**src/fpf_pkg.sv**
```systemverilog
// Shared types, codes and tables of the fixed-point to text formatter.
package fpf_pkg;

   localparam int MAX_FIELD_DEF = 32;
   localparam int VALUE_BITS = 32;
   localparam logic [31:0] SIGN_BIT_MASK = 32'h8000_0000;
   localparam logic [31:0] RECIP10 = 32'hCCCC_CCCD;
   localparam int OCT_LIMIT = 11;
   localparam logic [31:0] NINES9 = 32'd999999999;

   localparam logic [1:0] ST_OK = 2'd0;
   localparam logic [1:0] ST_EXP_REQ = 2'd1;
   localparam logic [1:0] ST_EXP_FORCED = 2'd2;
   localparam logic [1:0] ST_BAD_OPT = 2'd3;

   localparam logic [1:0] FN_EXP = 2'd0;
   localparam logic [1:0] FN_HEX = 2'd1;
   localparam logic [1:0] FN_OCT = 2'd2;
   localparam logic [1:0] FN_DEC = 2'd3;

   localparam logic [7:0] CH_ZERO = 8'h30;
   localparam logic [7:0] CH_BLANK = 8'h20;
   localparam logic [7:0] CH_POINT = 8'h2E;
   localparam logic [7:0] CH_MINUS = 8'h2D;
   localparam logic [7:0] CH_NUL = 8'h00;

   typedef enum logic [3:0] {
      S_IDLE, S_CHECK, S_FRAC_A, S_POINT, S_FRAC_B, S_CARRY, S_INT,
      S_HEX, S_OCT, S_SIGN, S_READ, S_SEND, S_REPORT
   } fpf_state_type;

   typedef enum logic [2:0] {
      CHK_ZERO, CHK_INT, CHK_FIXED, CHK_HEX, CHK_OCT, CHK_FAIL
   } fpf_chk_type;

   typedef struct packed {
      fpf_state_type op;
      logic load;
      logic send;
   } fpf_cmd_type;

   typedef struct packed {
      fpf_chk_type chk;
      logic frac_done;
      logic carry_fail;
      logic pd_neg;
      logic int_done;
      logic hex_done;
      logic oct_done;
      logic sign_fail;
      logic last;
   } fpf_stat_type;

   function automatic logic [31:0] pow10(input int i);
      logic [31:0] r;
      r = 32'd1;
      for (int n = 0; n < 9; n++) begin
         if (n < i) r = r * 32'd10;
      end
      return r;
   endfunction

   // largest value with t+1 decimal digits, all ones from ten digits on
   function automatic logic [31:0] fit_limit(input int t);
      logic [31:0] r;
      case (t)
         0: r = 32'd9;
         1: r = 32'd99;
         2: r = 32'd999;
         3: r = 32'd9999;
         4: r = 32'd99999;
         5: r = 32'd999999;
         6: r = 32'd9999999;
         7: r = 32'd99999999;
         8: r = NINES9;
         default: r = (t < 0) ? 32'd0 : 32'hFFFF_FFFF;
      endcase
      return r;
   endfunction

   function automatic logic [7:0] digit_char(input logic [3:0] d);
      logic [7:0] r;
      if (d < 4'd10) r = CH_ZERO + {4'd0, d};
      else r = 8'h41 + {4'd0, d - 4'd10};
      return r;
   endfunction

endpackage

```
**src/fpf_ctrl.sv**
```systemverilog
// Sequencing state machine of the formatter.
module fpf_ctrl (
   input  logic                 clock,
   input  logic                 reset,
   input  logic                 req_valid,
   output logic                 req_stall,
   output logic                 rsp_valid,
   input  logic                 rsp_stall,
   input  fpf_pkg::fpf_stat_type st,
   output fpf_pkg::fpf_cmd_type  cmd
);
   import fpf_pkg::*;

   fpf_state_type state_ff, state_in;

   always_ff @(posedge clock) begin
      if (reset) state_ff <= S_IDLE;
      else state_ff <= state_in;
   end

   always_comb begin
      state_in = state_ff;
      case (state_ff)
         S_IDLE: if (req_valid) state_in = S_CHECK;
         S_CHECK: begin
            case (st.chk)
               CHK_ZERO:  state_in = S_SIGN;
               CHK_INT:   state_in = S_INT;
               CHK_FIXED: state_in = S_FRAC_A;
               CHK_HEX:   state_in = S_HEX;
               CHK_OCT:   state_in = S_OCT;
               default:   state_in = S_REPORT;
            endcase
         end
         S_FRAC_A: if (st.frac_done) state_in = S_POINT;
         S_POINT: state_in = S_FRAC_B;
         S_FRAC_B: if (st.frac_done) state_in = S_CARRY;
         S_CARRY: state_in = st.carry_fail ? S_REPORT : S_INT;
         S_INT: begin
            if (st.pd_neg) state_in = S_REPORT;
            else if (st.int_done) state_in = S_SIGN;
         end
         S_HEX: if (st.hex_done) state_in = S_SIGN;
         S_OCT: begin
            if (st.pd_neg) state_in = S_REPORT;
            else if (st.oct_done) state_in = S_SIGN;
         end
         S_SIGN: state_in = st.sign_fail ? S_REPORT : S_READ;
         S_READ: state_in = S_SEND;
         S_SEND: begin
            if (!rsp_stall) state_in = st.last ? S_IDLE : S_READ;
         end
         S_REPORT: if (!rsp_stall) state_in = S_IDLE;
         default: state_in = S_IDLE;
      endcase
   end

   always_comb begin
      req_stall = (state_ff != S_IDLE);
      rsp_valid = (state_ff == S_SEND) || (state_ff == S_REPORT);
      cmd.op = state_ff;
      cmd.load = (state_ff == S_IDLE) && req_valid;
      cmd.send = rsp_valid && !rsp_stall;
   end

   a_load_check: assert property (@(posedge clock) disable iff (reset)
      (req_valid && !req_stall) |=> (state_ff == S_CHECK))
      else $error("transfer in did not start the check");
   a_read_send: assert property (@(posedge clock) disable iff (reset)
      (state_ff == S_READ) |=> (state_ff == S_SEND))
      else $error("buffer read not followed by send");
   a_last_idle: assert property (@(posedge clock) disable iff (reset)
      (state_ff == S_SEND && !rsp_stall && st.last) |=> (state_ff == S_IDLE))
      else $error("last transfer did not end the item");
endmodule

```
**config.mk**
```make
export PLATFORM = sky130hd
export DESIGN_NAME = fpf_ctrl
export DESIGN_NICKNAME = d
export VERILOG_FILES = /design/src/fpf_pkg.sv /design/src/fpf_ctrl.sv
export SDC_FILE = /design/constraint.sdc
export NUM_CORES = 1
export LEC_CHECK = 0
export ABC_CLOCK_PERIOD_IN_PS = 5350
export BUFFER_PORTS_ARGS = -buffer_cell sky130_fd_sc_hd__buf_2
export CAP_MARGIN = 5
export CORE_MARGIN = 4
export CORE_UTILIZATION = 25
export DETAILED_ROUTE_END_ITERATION = 8
export PLACE_DENSITY = 0.53
export SLEW_MARGIN = 10
export SYNTH_ARGS = -nofsm -noshare
export SYNTH_HDL_FRONTEND = slang
export SYNTH_SLANG_ARGS = --single-unit
```
**constraint.sdc**
```tcl
create_clock -name clock -period 5.35 [get_ports clock]
set_clock_uncertainty 0.2 [all_clocks]
set_input_delay 0.2675 -clock clock [delete_from_list [all_inputs] [get_ports clock]]
set_output_delay 0.2675 -clock clock [all_outputs]
set_load 0.02 [all_outputs]
```
==> out/results.ini, run 1 <==
[floorplanning]
die_w_um=53.80
boundaryPins=23
row_count=16
die-area_mm2=0.002894
core_mm2=0.001982
start_util=0.2645
fp.dieH_um=53.80

[global_routing]
grt_pass1_vias=594
grt_antenna_before_repair=0
grt_max_degree=20
overflow=0
grt_pass1_wl_um=2628
globalRouteTotalUtil=0.1209

[placed_design]
io_buffers=22
hpwl_um=1122
place_congestion=0.8360

[power]
power.share.combinational=0.643
power.density_mw_per_mm2=527.4
switchingPower_uw=178.8
peakVddDrop_v=0.0003343
clkPwrFrac=0.104
p_seq_frac=0.253
intPower_uw=171.6
p_leak_uw=0.0002897
switching_share=0.5102

[final_layout]
fillCellCount=224
reg.largest.list=state_ff: 4 flops
largest_register_ff_count=4
antennaDiodeCount=0
fin_util=0.3352
area_delta_synth_final_pct=26.73
top_register=state_ff
final_nets=106
layout-drive-gt1-share=0.3483

[yosys]
yosys_most_used_dff=dfxtp_1
synth_top_cells_by_area=dfxtp_1, a221o_1, nand2b_1, nor2b_1, mux4_2
synth_seq_cells=4
seq_area_frac_synth=0.1527
synth_edf_count=0
yosysMostFrequentCell=nor2_1
synth_top_area_share=0.1527
yosys.area.top_type=dfxtp_1
synth.distinct_cells=33
synthArstFlopShare=0
syn_avg_cell_area_um2=7.598
synth_fp_nets=84
synth_cells=69
yosys_warnings=0
synth_common_cells=nor2_1, inv_1, nand2_1
synthesis.area_um2=524.3

[worst_setup_path]
crit_path_start=state_ff[3]
worst_ep_required_time_ns=5.32
critPathMaxFanout=19
crit_type=flop to flop
cp-end-kind=flop
worst_setup_path_start_kind=flop
worst_ep_arrival_time_ns=2.19
r2r-start=state_ff[3]

[clock_network]
cts_tree=yes
clkTransAtPathRegs_ns=0.04
cts_hold_buf=0
cts_setup_buffers=0
cts_sinks=4
cts_buffers=3
clkLatencyLatePin_ns=0.23
cts_root_buffer=clkbuf_4
htreeDepth=1
cts_resized=0
clk_path_buf_depth=2

[sta]
max_freq_mhz=449.8
hold_viol=0
rsz0062_at_grt=no
maxSlewHeadroom=0.6127
worst_slew_pin_slew_ns=0.5801
post-route-period-util=0.4155
final_max_slew_viol_count=0
tns_ns=0
finalCriticalPeriod_ns=2.223
finalSetupViolations=0

[min_path]
hp-start=reset
min_path_type=input port to flop

[route]
drc=0
vias=564
drtIter0Drc=3
postRouteAntennaNets=0
viasPerCell=4.862
drt-total-wl_um=1414
wl_per_cell_um=12.19
dr.pass1.iters=5

[run_status]
status=completed

[run]
cap_violations=0

[critical path: stages (launching register included)]
cell	delay [ns]
dfxtp_1	0.68
mux4_2	0.63
o211ai_4	0.23
mux2_1	0.35
nor2_1	0.08
[area by class of cell]
| class | instances | area, um2 | share of cell area |
|---|---|---|---|
| Tap cell | 27 | 33.78 | 0.05085 |
| Clock buffer | 3 | 22.52 | 0.03390 |
| Inverter | 5 | 18.77 | 0.02825 |
| Multi-Input combinational cell | 55 | 399.1 | 0.6008 |
| Timing Repair Buffer | 22 | 110.1 | 0.1657 |
| Sequential cell | 4 | 80.08 | 0.1205 |
[power groups by stage]
stage / Sequential, uW / Combinational, uW / Clock [uW]
floorplan: 68.0 / 196 / 0
global placement: 88.4 / 227 / 0
detailed placement: 89.2 / 227 / 0
CTS: 88.8 / 228 / 38.5
global route: 96.6 / 254 / 40.7
finish: 88.6 / 225 / 36.4
[final timing paths]
check                endpoint  slack [ns]  cells past startpoint
setup / recovery  state_ff[0]        3.13                      4
hold / removal    state_ff[3]        0.04                      2
setup reg to reg  state_ff[0]        3.13                      4
hold reg to reg   state_ff[3]        0.54                      2
[routing by layer]
metal / global-route usage / part of all wire / vias to the layer above / wire length, um
li1: - / - / 298 / -
met1: 0.1752 / 0.53 / 251 / 756
met2: 0.1794 / 0.41 / 15 / 576
met3: 0.03601 / 0.057 / 0 / 80
met4: 0.01277 / 0 / 0 / 0
met5: 0 / 0 / - / 0
[cell usage in the layout (no fill, tap or decap), types with 2 or more instances in the layout]
cell type / Yosys / routed
clkbuf_4: 0 / 3
a21oi_1: 3 / 3
mux2i_1: 2 / 2
nor2b_1: 4 / 4
nor2_1: 6 / 6
dfxtp_1: 4 / 4
nor3_1: 4 / 4
o21ai_0: 2 / 2
nand2b_1: 4 / 4
buf_2: 3 / 22
a2111oi_0: 2 / 2
a31oi_1: 2 / 2
a221o_1: 3 / 3
nand2_1: 5 / 5
o211ai_1: 2 / 2
inv_1: 5 / 5
[cell families (layout without fill, tap and decap cells)]
group	after synthesis	in the layout	synth area share
multiplexers	4	4	0.1026
AO/OA/AOI/OAI	22	22	0.3580
XOR/XNOR	1	1	0.01671
flip-flops	4	4	0.1528
AND/OR/NAND/NOR	28	28	0.2840
buffers and inverters	10	30	0.08591
[through the flow]
step	hold slack (ns)	area, um2	total power (uW)	worst slack, ns	instances
3_3_place_gp	0.2814	641.9	315.4	3.196	113
2_1_floorplan	0.1321	524.3	263.7	3.307	69
4_1_cts	0.03655	664.4	355.3	3.130	116
3_5_place_dp	0.2831	641.9	316.3	3.139	113
6_report	0.04107	664.4	350.4	3.127	116
5_1_grt	0.04173	664.4	391.4	2.968	116
Power figures use the tool's default switching activity.
==> inputs of run 2 (changes only) <==
- ABC_CLOCK_PERIOD_IN_PS: 5350 -> 2100
- clock period: 5.35 -> 2.1 ns (I/O delays scaled with it)
==> run 2 against run 1 <==
Compared with the run above: combinational power grew to 2.9 times the previous value; global-route usage is 0.74 points lower; first-iteration DRC count grew to 3.3 times the previous value; count of clock-buffer cells in the layout did not move; non-clock buffer count is 3 higher; sequential cell count unchanged; final area rose by 3.8%; sequential share of layout area decreased by 0.44 points; via count rose by 7.1%; die area did not move; critical endpoint is now state_ff[3]; largest cell class unchanged; highest routed layer is now met4.
==> out/results.ini, run 2 (same netlist as run 1, synthesis figures left out) <==
[run_status]
status=completed

[route]
drtIter0Drc=10  ; +7
vias=604  ; +7.1%
wl_per_cell_um=12.24  ; +0.44%
drt-total-wl_um=1457  ; +3.0%
dr.pass1.iters=4  ; -1
viasPerCell=5.076  ; +4.4%
postRouteAntennaNets=0  ; unchanged
drc=0  ; unchanged

[final_layout]
top_register=state_ff
final_cell_mix=buf_2, nor2_1, inv_1, nand2_1
final_nets=109  ; +2.8%
fin_util=0.3479  ; +0.01263
stdcell_count=119  ; +2.6%
layout-drive-gt1-share=0.3587  ; +0.01038
area_delta_synth_final_pct=31.50
largest_register_ff_count=4  ; unchanged
reg.largest.list=state_ff: 4 flops
final_common_cell=buf_2
antennaDiodeCount=0  ; unchanged

[floorplanning]
row_count=16  ; unchanged
core_mm2=0.001982  ; unchanged
fp.dieH_um=53.80  ; unchanged
die_w_um=53.80  ; unchanged
boundaryPins=23  ; unchanged
die-area_mm2=0.002894  ; unchanged
start_util=0.2645  ; unchanged

[sta]
maxSlewHeadroom=0.7372  ; +0.1245
tns_ns=0  ; unchanged
worst_slew_pin_slew_ns=0.3843  ; -0.1958 ns
rsz0062_at_grt=no
finalCriticalPeriod_ns=1.892  ; -0.3309 ns
post-route-period-util=0.9010  ; +0.4855
finalSetupViolations=0  ; unchanged
final_max_slew_viol_count=0  ; unchanged
max_freq_mhz=528.5  ; +17%
hold_viol=0  ; unchanged

[power]
power.share.combinational=0.698  ; +0.055
switching_share=0.5034  ; -0.006854
intPower_uw=457.2  ; +170%
power.density_mw_per_mm2=1335  ; +150%
p_seq_frac=0.199  ; -0.054
peakVddDrop_v=0.0006483  ; +94%
switchingPower_uw=463.4  ; +160%
clkPwrFrac=0.103  ; about the same
p_leak_uw=0.0003045  ; +5.1%

[global_routing]
grt_pass1_vias=554  ; -6.7%
use_met1=0.1504  ; -0.02479
grt_pass1_wl_um=2394  ; -8.9%
grt.busiest_layer=met2
grt_use_met3=0.04709  ; +0.01108
grt_max_degree=19  ; -5.0%
grt_antenna_before_repair=0  ; unchanged
grt_util_met2=0.1694  ; -0.01008
globalRouteTotalUtil=0.1135  ; -0.007450
overflow=0  ; unchanged

[clock_network]
cts_root_buffer=clkbuf_4
htreeDepth=1  ; unchanged
clkLatencyLatePin_ns=0.24  ; about the same
clkTransAtPathRegs_ns=0.03  ; about the same
cts_sinks=4  ; unchanged
cts_setup_buffers=0  ; unchanged
cts_buffers=3  ; unchanged
clk_path_buf_depth=2  ; unchanged
cts_tree=yes

[worst_setup_path]
worst_ep_arrival_time_ns=1.85  ; -0.34 ns
worst_ep_required_time_ns=2.05  ; -3.27 ns
crit_chain=nor3_1, o211ai_1, o211ai_4, a221o_1, a211oi_2
path_delay_family=compound AO/OA/AOI/OAI gates
worst_setup_path_start_kind=flop
cp_slowest_stage_delay_ns=0.55  ; -0.13 ns
cp_slowest_cell=dfxtp_1
crit_type=flop to flop
cp-end-kind=flop
critPathMaxFanout=13  ; -6
crit_buf_inv=0  ; unchanged

[placed_design]
placed_cells=115  ; +1.8%
hpwl_um=1155  ; +2.9%
io_buffers=22  ; unchanged
place_congestion=0.7655  ; -8.4%

[min_path]
min_path_type=input port to flop

[run]
cap_violations=0  ; unchanged

## run 2: path summary, 6_finish.rpt
kind,startpoint,slack [ns],cells after the start,to
max,state_ff[0],0.21,5,state_ff[3]
min,st[0],0.12,5,state_ff[3]
max reg2reg,state_ff[0],0.21,5,state_ff[3]
min reg2reg,state_ff[3],0.49,3,state_ff[3]
## run 2: tightest hold or removal path, delay by kind of cell
family | cells | cell delay, ns
and+or+nand+nor | 2 | 0.10
buffers and inverters | 1 | 0.08
AOI/OAI and AO/OA | 2 | 0.21
## run 2: routing by layer
layer | vias to the layer above | share of wire
met5 | - | 0
met4 | 0 | 0.0055
met3 | 2 | 0.086
met2 | 20 | 0.43
met1 | 277 | 0.48
li1 | 305 | -
## run 2: per-stage QoR
step | hold WS [ns] | setup slack [ns] | instance area [um2] | total power, uW
floorplan | -0.03035 | 0.06223 | 524.3 | 671.8
global placement | 0.1213 | 0.1966 | 656.9 | 828.1
detailed placement | 0.1232 | 0.2205 | 656.9 | 826.2
CTS | 0.1112 | 0.2015 | 689.4 | 929.4
global route | 0.1656 | 0.07148 | 689.4 | 1014
finish | 0.1189 | 0.2078 | 689.4 | 920.6
## run 2: cell type report
cell class	instances	area (um2)
Multi-Input combinational cell	55	399.1
Clock buffer	3	22.52
Timing Repair Buffer	25	135.1
Sequential cell	4	80.08
Fill cell	219	1292
Tap cell	27	33.78
Inverter	5	18.77
## run 2: power by group through the flow
stage / logic [uW] / registers, uW / clock network [uW]
CTS: 647 / 182 / 100
global placement: 645 / 183 / 0
global route: 713 / 193 / 108
detailed placement: 644 / 182 / 0
floorplan: 499 / 173 / 0
finish: 643 / 183 / 95.0
## run 2: repair_timing
item                                    CTS  global route
hold buffers                              1             0
endpoints found under the hold margin     4             0
resized for setup                         0             0
endpoints found under the setup margin    0             0
==> inputs of run 3 (changes only) <==
- CORE_AREA: default -> 4 4 41 43
- CORE_MARGIN: 4 -> default
- CORE_UTILIZATION: 25 -> default
- DIE_AREA: default -> 0 0 45 47
- PLACE_DENSITY: 0.53 -> 0.73
==> run 3 against run 2 <==
Compared with the run above: routed wire length up 3.9%; worst setup slack worse by 0.038 ns; non-clock buffer count stayed put; global-route usage is 4.9 points higher; critical path depth did not move; final area fell by 2.2%; sequential power about the same; first-iteration DRC count rose by 20%; die area decreased by 27%; combinational power increased by 2%; critical path type unchanged; critical endpoint unchanged; largest power group unchanged; highest routed layer unchanged.
==> out/results.ini, run 3 (same netlist as run 1, synthesis figures left out) <==
[floorplanning]
fp.dieH_um=47  ; -13%
start_util=0.4029  ; +0.1384
boundaryPins=23  ; unchanged
core_mm2=0.001301  ; -34%
die_w_um=45  ; -16%
die-area_mm2=0.002115  ; -27%
row_count=13  ; -3

[power]
power_uw=927.7  ; +0.77%
power.density_mw_per_mm2=1376  ; +3.0%
p_leak_uw=0.0003045  ; unchanged
peakVddDrop_v=0.0006686  ; +3.1%

[clock_network]
clkLatencyLatePin_ns=0.23  ; about the same
cts_resized=0  ; unchanged
clk_path_buf_depth=2  ; unchanged
cts_buffers=3  ; unchanged
clkTransAtPathRegs_ns=0.04  ; about the same
htreeDepth=1  ; unchanged
cts_root_buffer=clkbuf_4
cts_sinks=4  ; unchanged
cts_tree=yes

[sta]
rsz0062_at_grt=no
hold_viol=0  ; unchanged
post-route-period-util=0.9190  ; +0.01795
finalCriticalPeriod_ns=1.930  ; +0.03770 ns
finalSetupViolations=0  ; unchanged
maxSlewHeadroom=0.7123  ; -0.02485
tns_ns=0  ; unchanged
worst_slew_pin_slew_ns=0.4206  ; +0.03633 ns
final_max_slew_viol_count=0  ; unchanged
max_freq_mhz=518.2  ; -2.0%

[final_layout]
fin_util=0.5183  ; +0.1704
area_delta_synth_final_pct=28.64
antennaDiodeCount=0  ; unchanged
top_register=state_ff
reg.largest.list=state_ff: 4 flops
largest_register_ff_count=4  ; unchanged
final_cell_mix=buf_2, nor2_1, inv_1, nand2_1
final_common_cell=buf_2
layout-drive-gt1-share=0.3587  ; unchanged
fillCellCount=142  ; -35%
final_nets=109  ; unchanged
final_cell_area_um2=674.4  ; -2.2%

[route]
drtIter0Drc=12  ; +2
drc=0  ; unchanged
wl_per_cell_um=14.15  ; +16%
drt-total-wl_um=1514  ; +3.9%
viasPerCell=5.607  ; +10%
vias=600  ; -0.66%
dr.pass1.iters=4  ; unchanged
postRouteAntennaNets=0  ; unchanged

[placed_design]
placed_area_um2=641.9  ; -2.3%
place_congestion=0.8319  ; +8.7%
hpwl_um=1194  ; +3.4%
io_buffers=22  ; unchanged

[worst_setup_path]
crit_type=flop to flop
r2r-start=state_ff[0]
worst_ep_arrival_time_ns=1.88  ; +0.03 ns
worst_ep_required_time_ns=2.05  ; about the same
crit_path_start=state_ff[0]
critPathMaxFanout=13  ; unchanged
r2r_setup_slack_ns=0.17  ; -0.04 ns
cp-end-kind=flop
worst_setup_path_start_kind=flop

[global_routing]
grt_pass1_vias=510  ; -7.9%
globalRouteTotalUtil=0.1622  ; +0.04872
overflow=0  ; unchanged
grt_antenna_before_repair=0  ; unchanged
grt_max_degree=19  ; unchanged
grt_pass1_wl_um=2415  ; +0.88%

[run_status]
status=completed

[min_path]
min_path_type=input port to flop
hp-start=st[0]

[run]
cap_violations=0  ; unchanged

-- run 3: cell counts in the layout (fill, tap and decap cells not counted) --
Identical to the previous run, type by type.
-- run 3: worst paths after layout --
| check | endpoint | cells after the start |
|---|---|---|
| hold reg to reg | state_ff[3] | 3 |
| setup / recovery | state_ff[3] | 5 |
| setup reg to reg | state_ff[3] | 5 |
| hold / removal | state_ff[3] | 5 |
-- run 3: repair_timing --
item / in CTS / in global routing
hold buffers: 1 / 0
buffers inserted: 0 / 0
hold endpoints to repair: 4 / 0
-- run 3: metal layers --
layer	share of wire	track usage	vias to the layer above
met3	0.081	0.06130	2
met4	0.0066	0.05263	0
met1	0.45	0.2078	274
met2	0.46	0.2514	22
li1	-	-	302
met5	0	0	-
-- run 3: through the flow --
step	instances	hold slack, ns	setup WS (ns)
after global routing	107	0.1380	0.07361
after CTS	107	0.1205	0.1801
after detailed placement	103	0.1128	0.1906
final	107	0.1235	0.1701
after global placement	103	0.1161	0.2363
after floorplan	69	-0.03035	0.06223
-- run 3: worst max-delay path, cell delays in order, from the launching register on --
cell	delay, ns
dfxtp_1	0.57
nor3_1	0.12
o211ai_1	0.32
o211ai_4	0.15
a221o_1	0.29
a211oi_2	0.20
-- run 3: cell type report --
class,count,area (um2),share of cell area
clock buffers,3,22.52,0.03340
repair buffers,25,135.1,0.2004
flip-flops and latches,4,80.08,0.1187
inverters,5,18.77,0.02783
multi-input cells,55,399.1,0.5918
well taps,15,18.77,0.02783
-- run 3: where the power goes --
group          switching, uW  total, uW  internal (uW)
combinational            368        654            285
sequential              74.6        183            108
clock                   27.6       91.2           63.6
total                    471        928            457
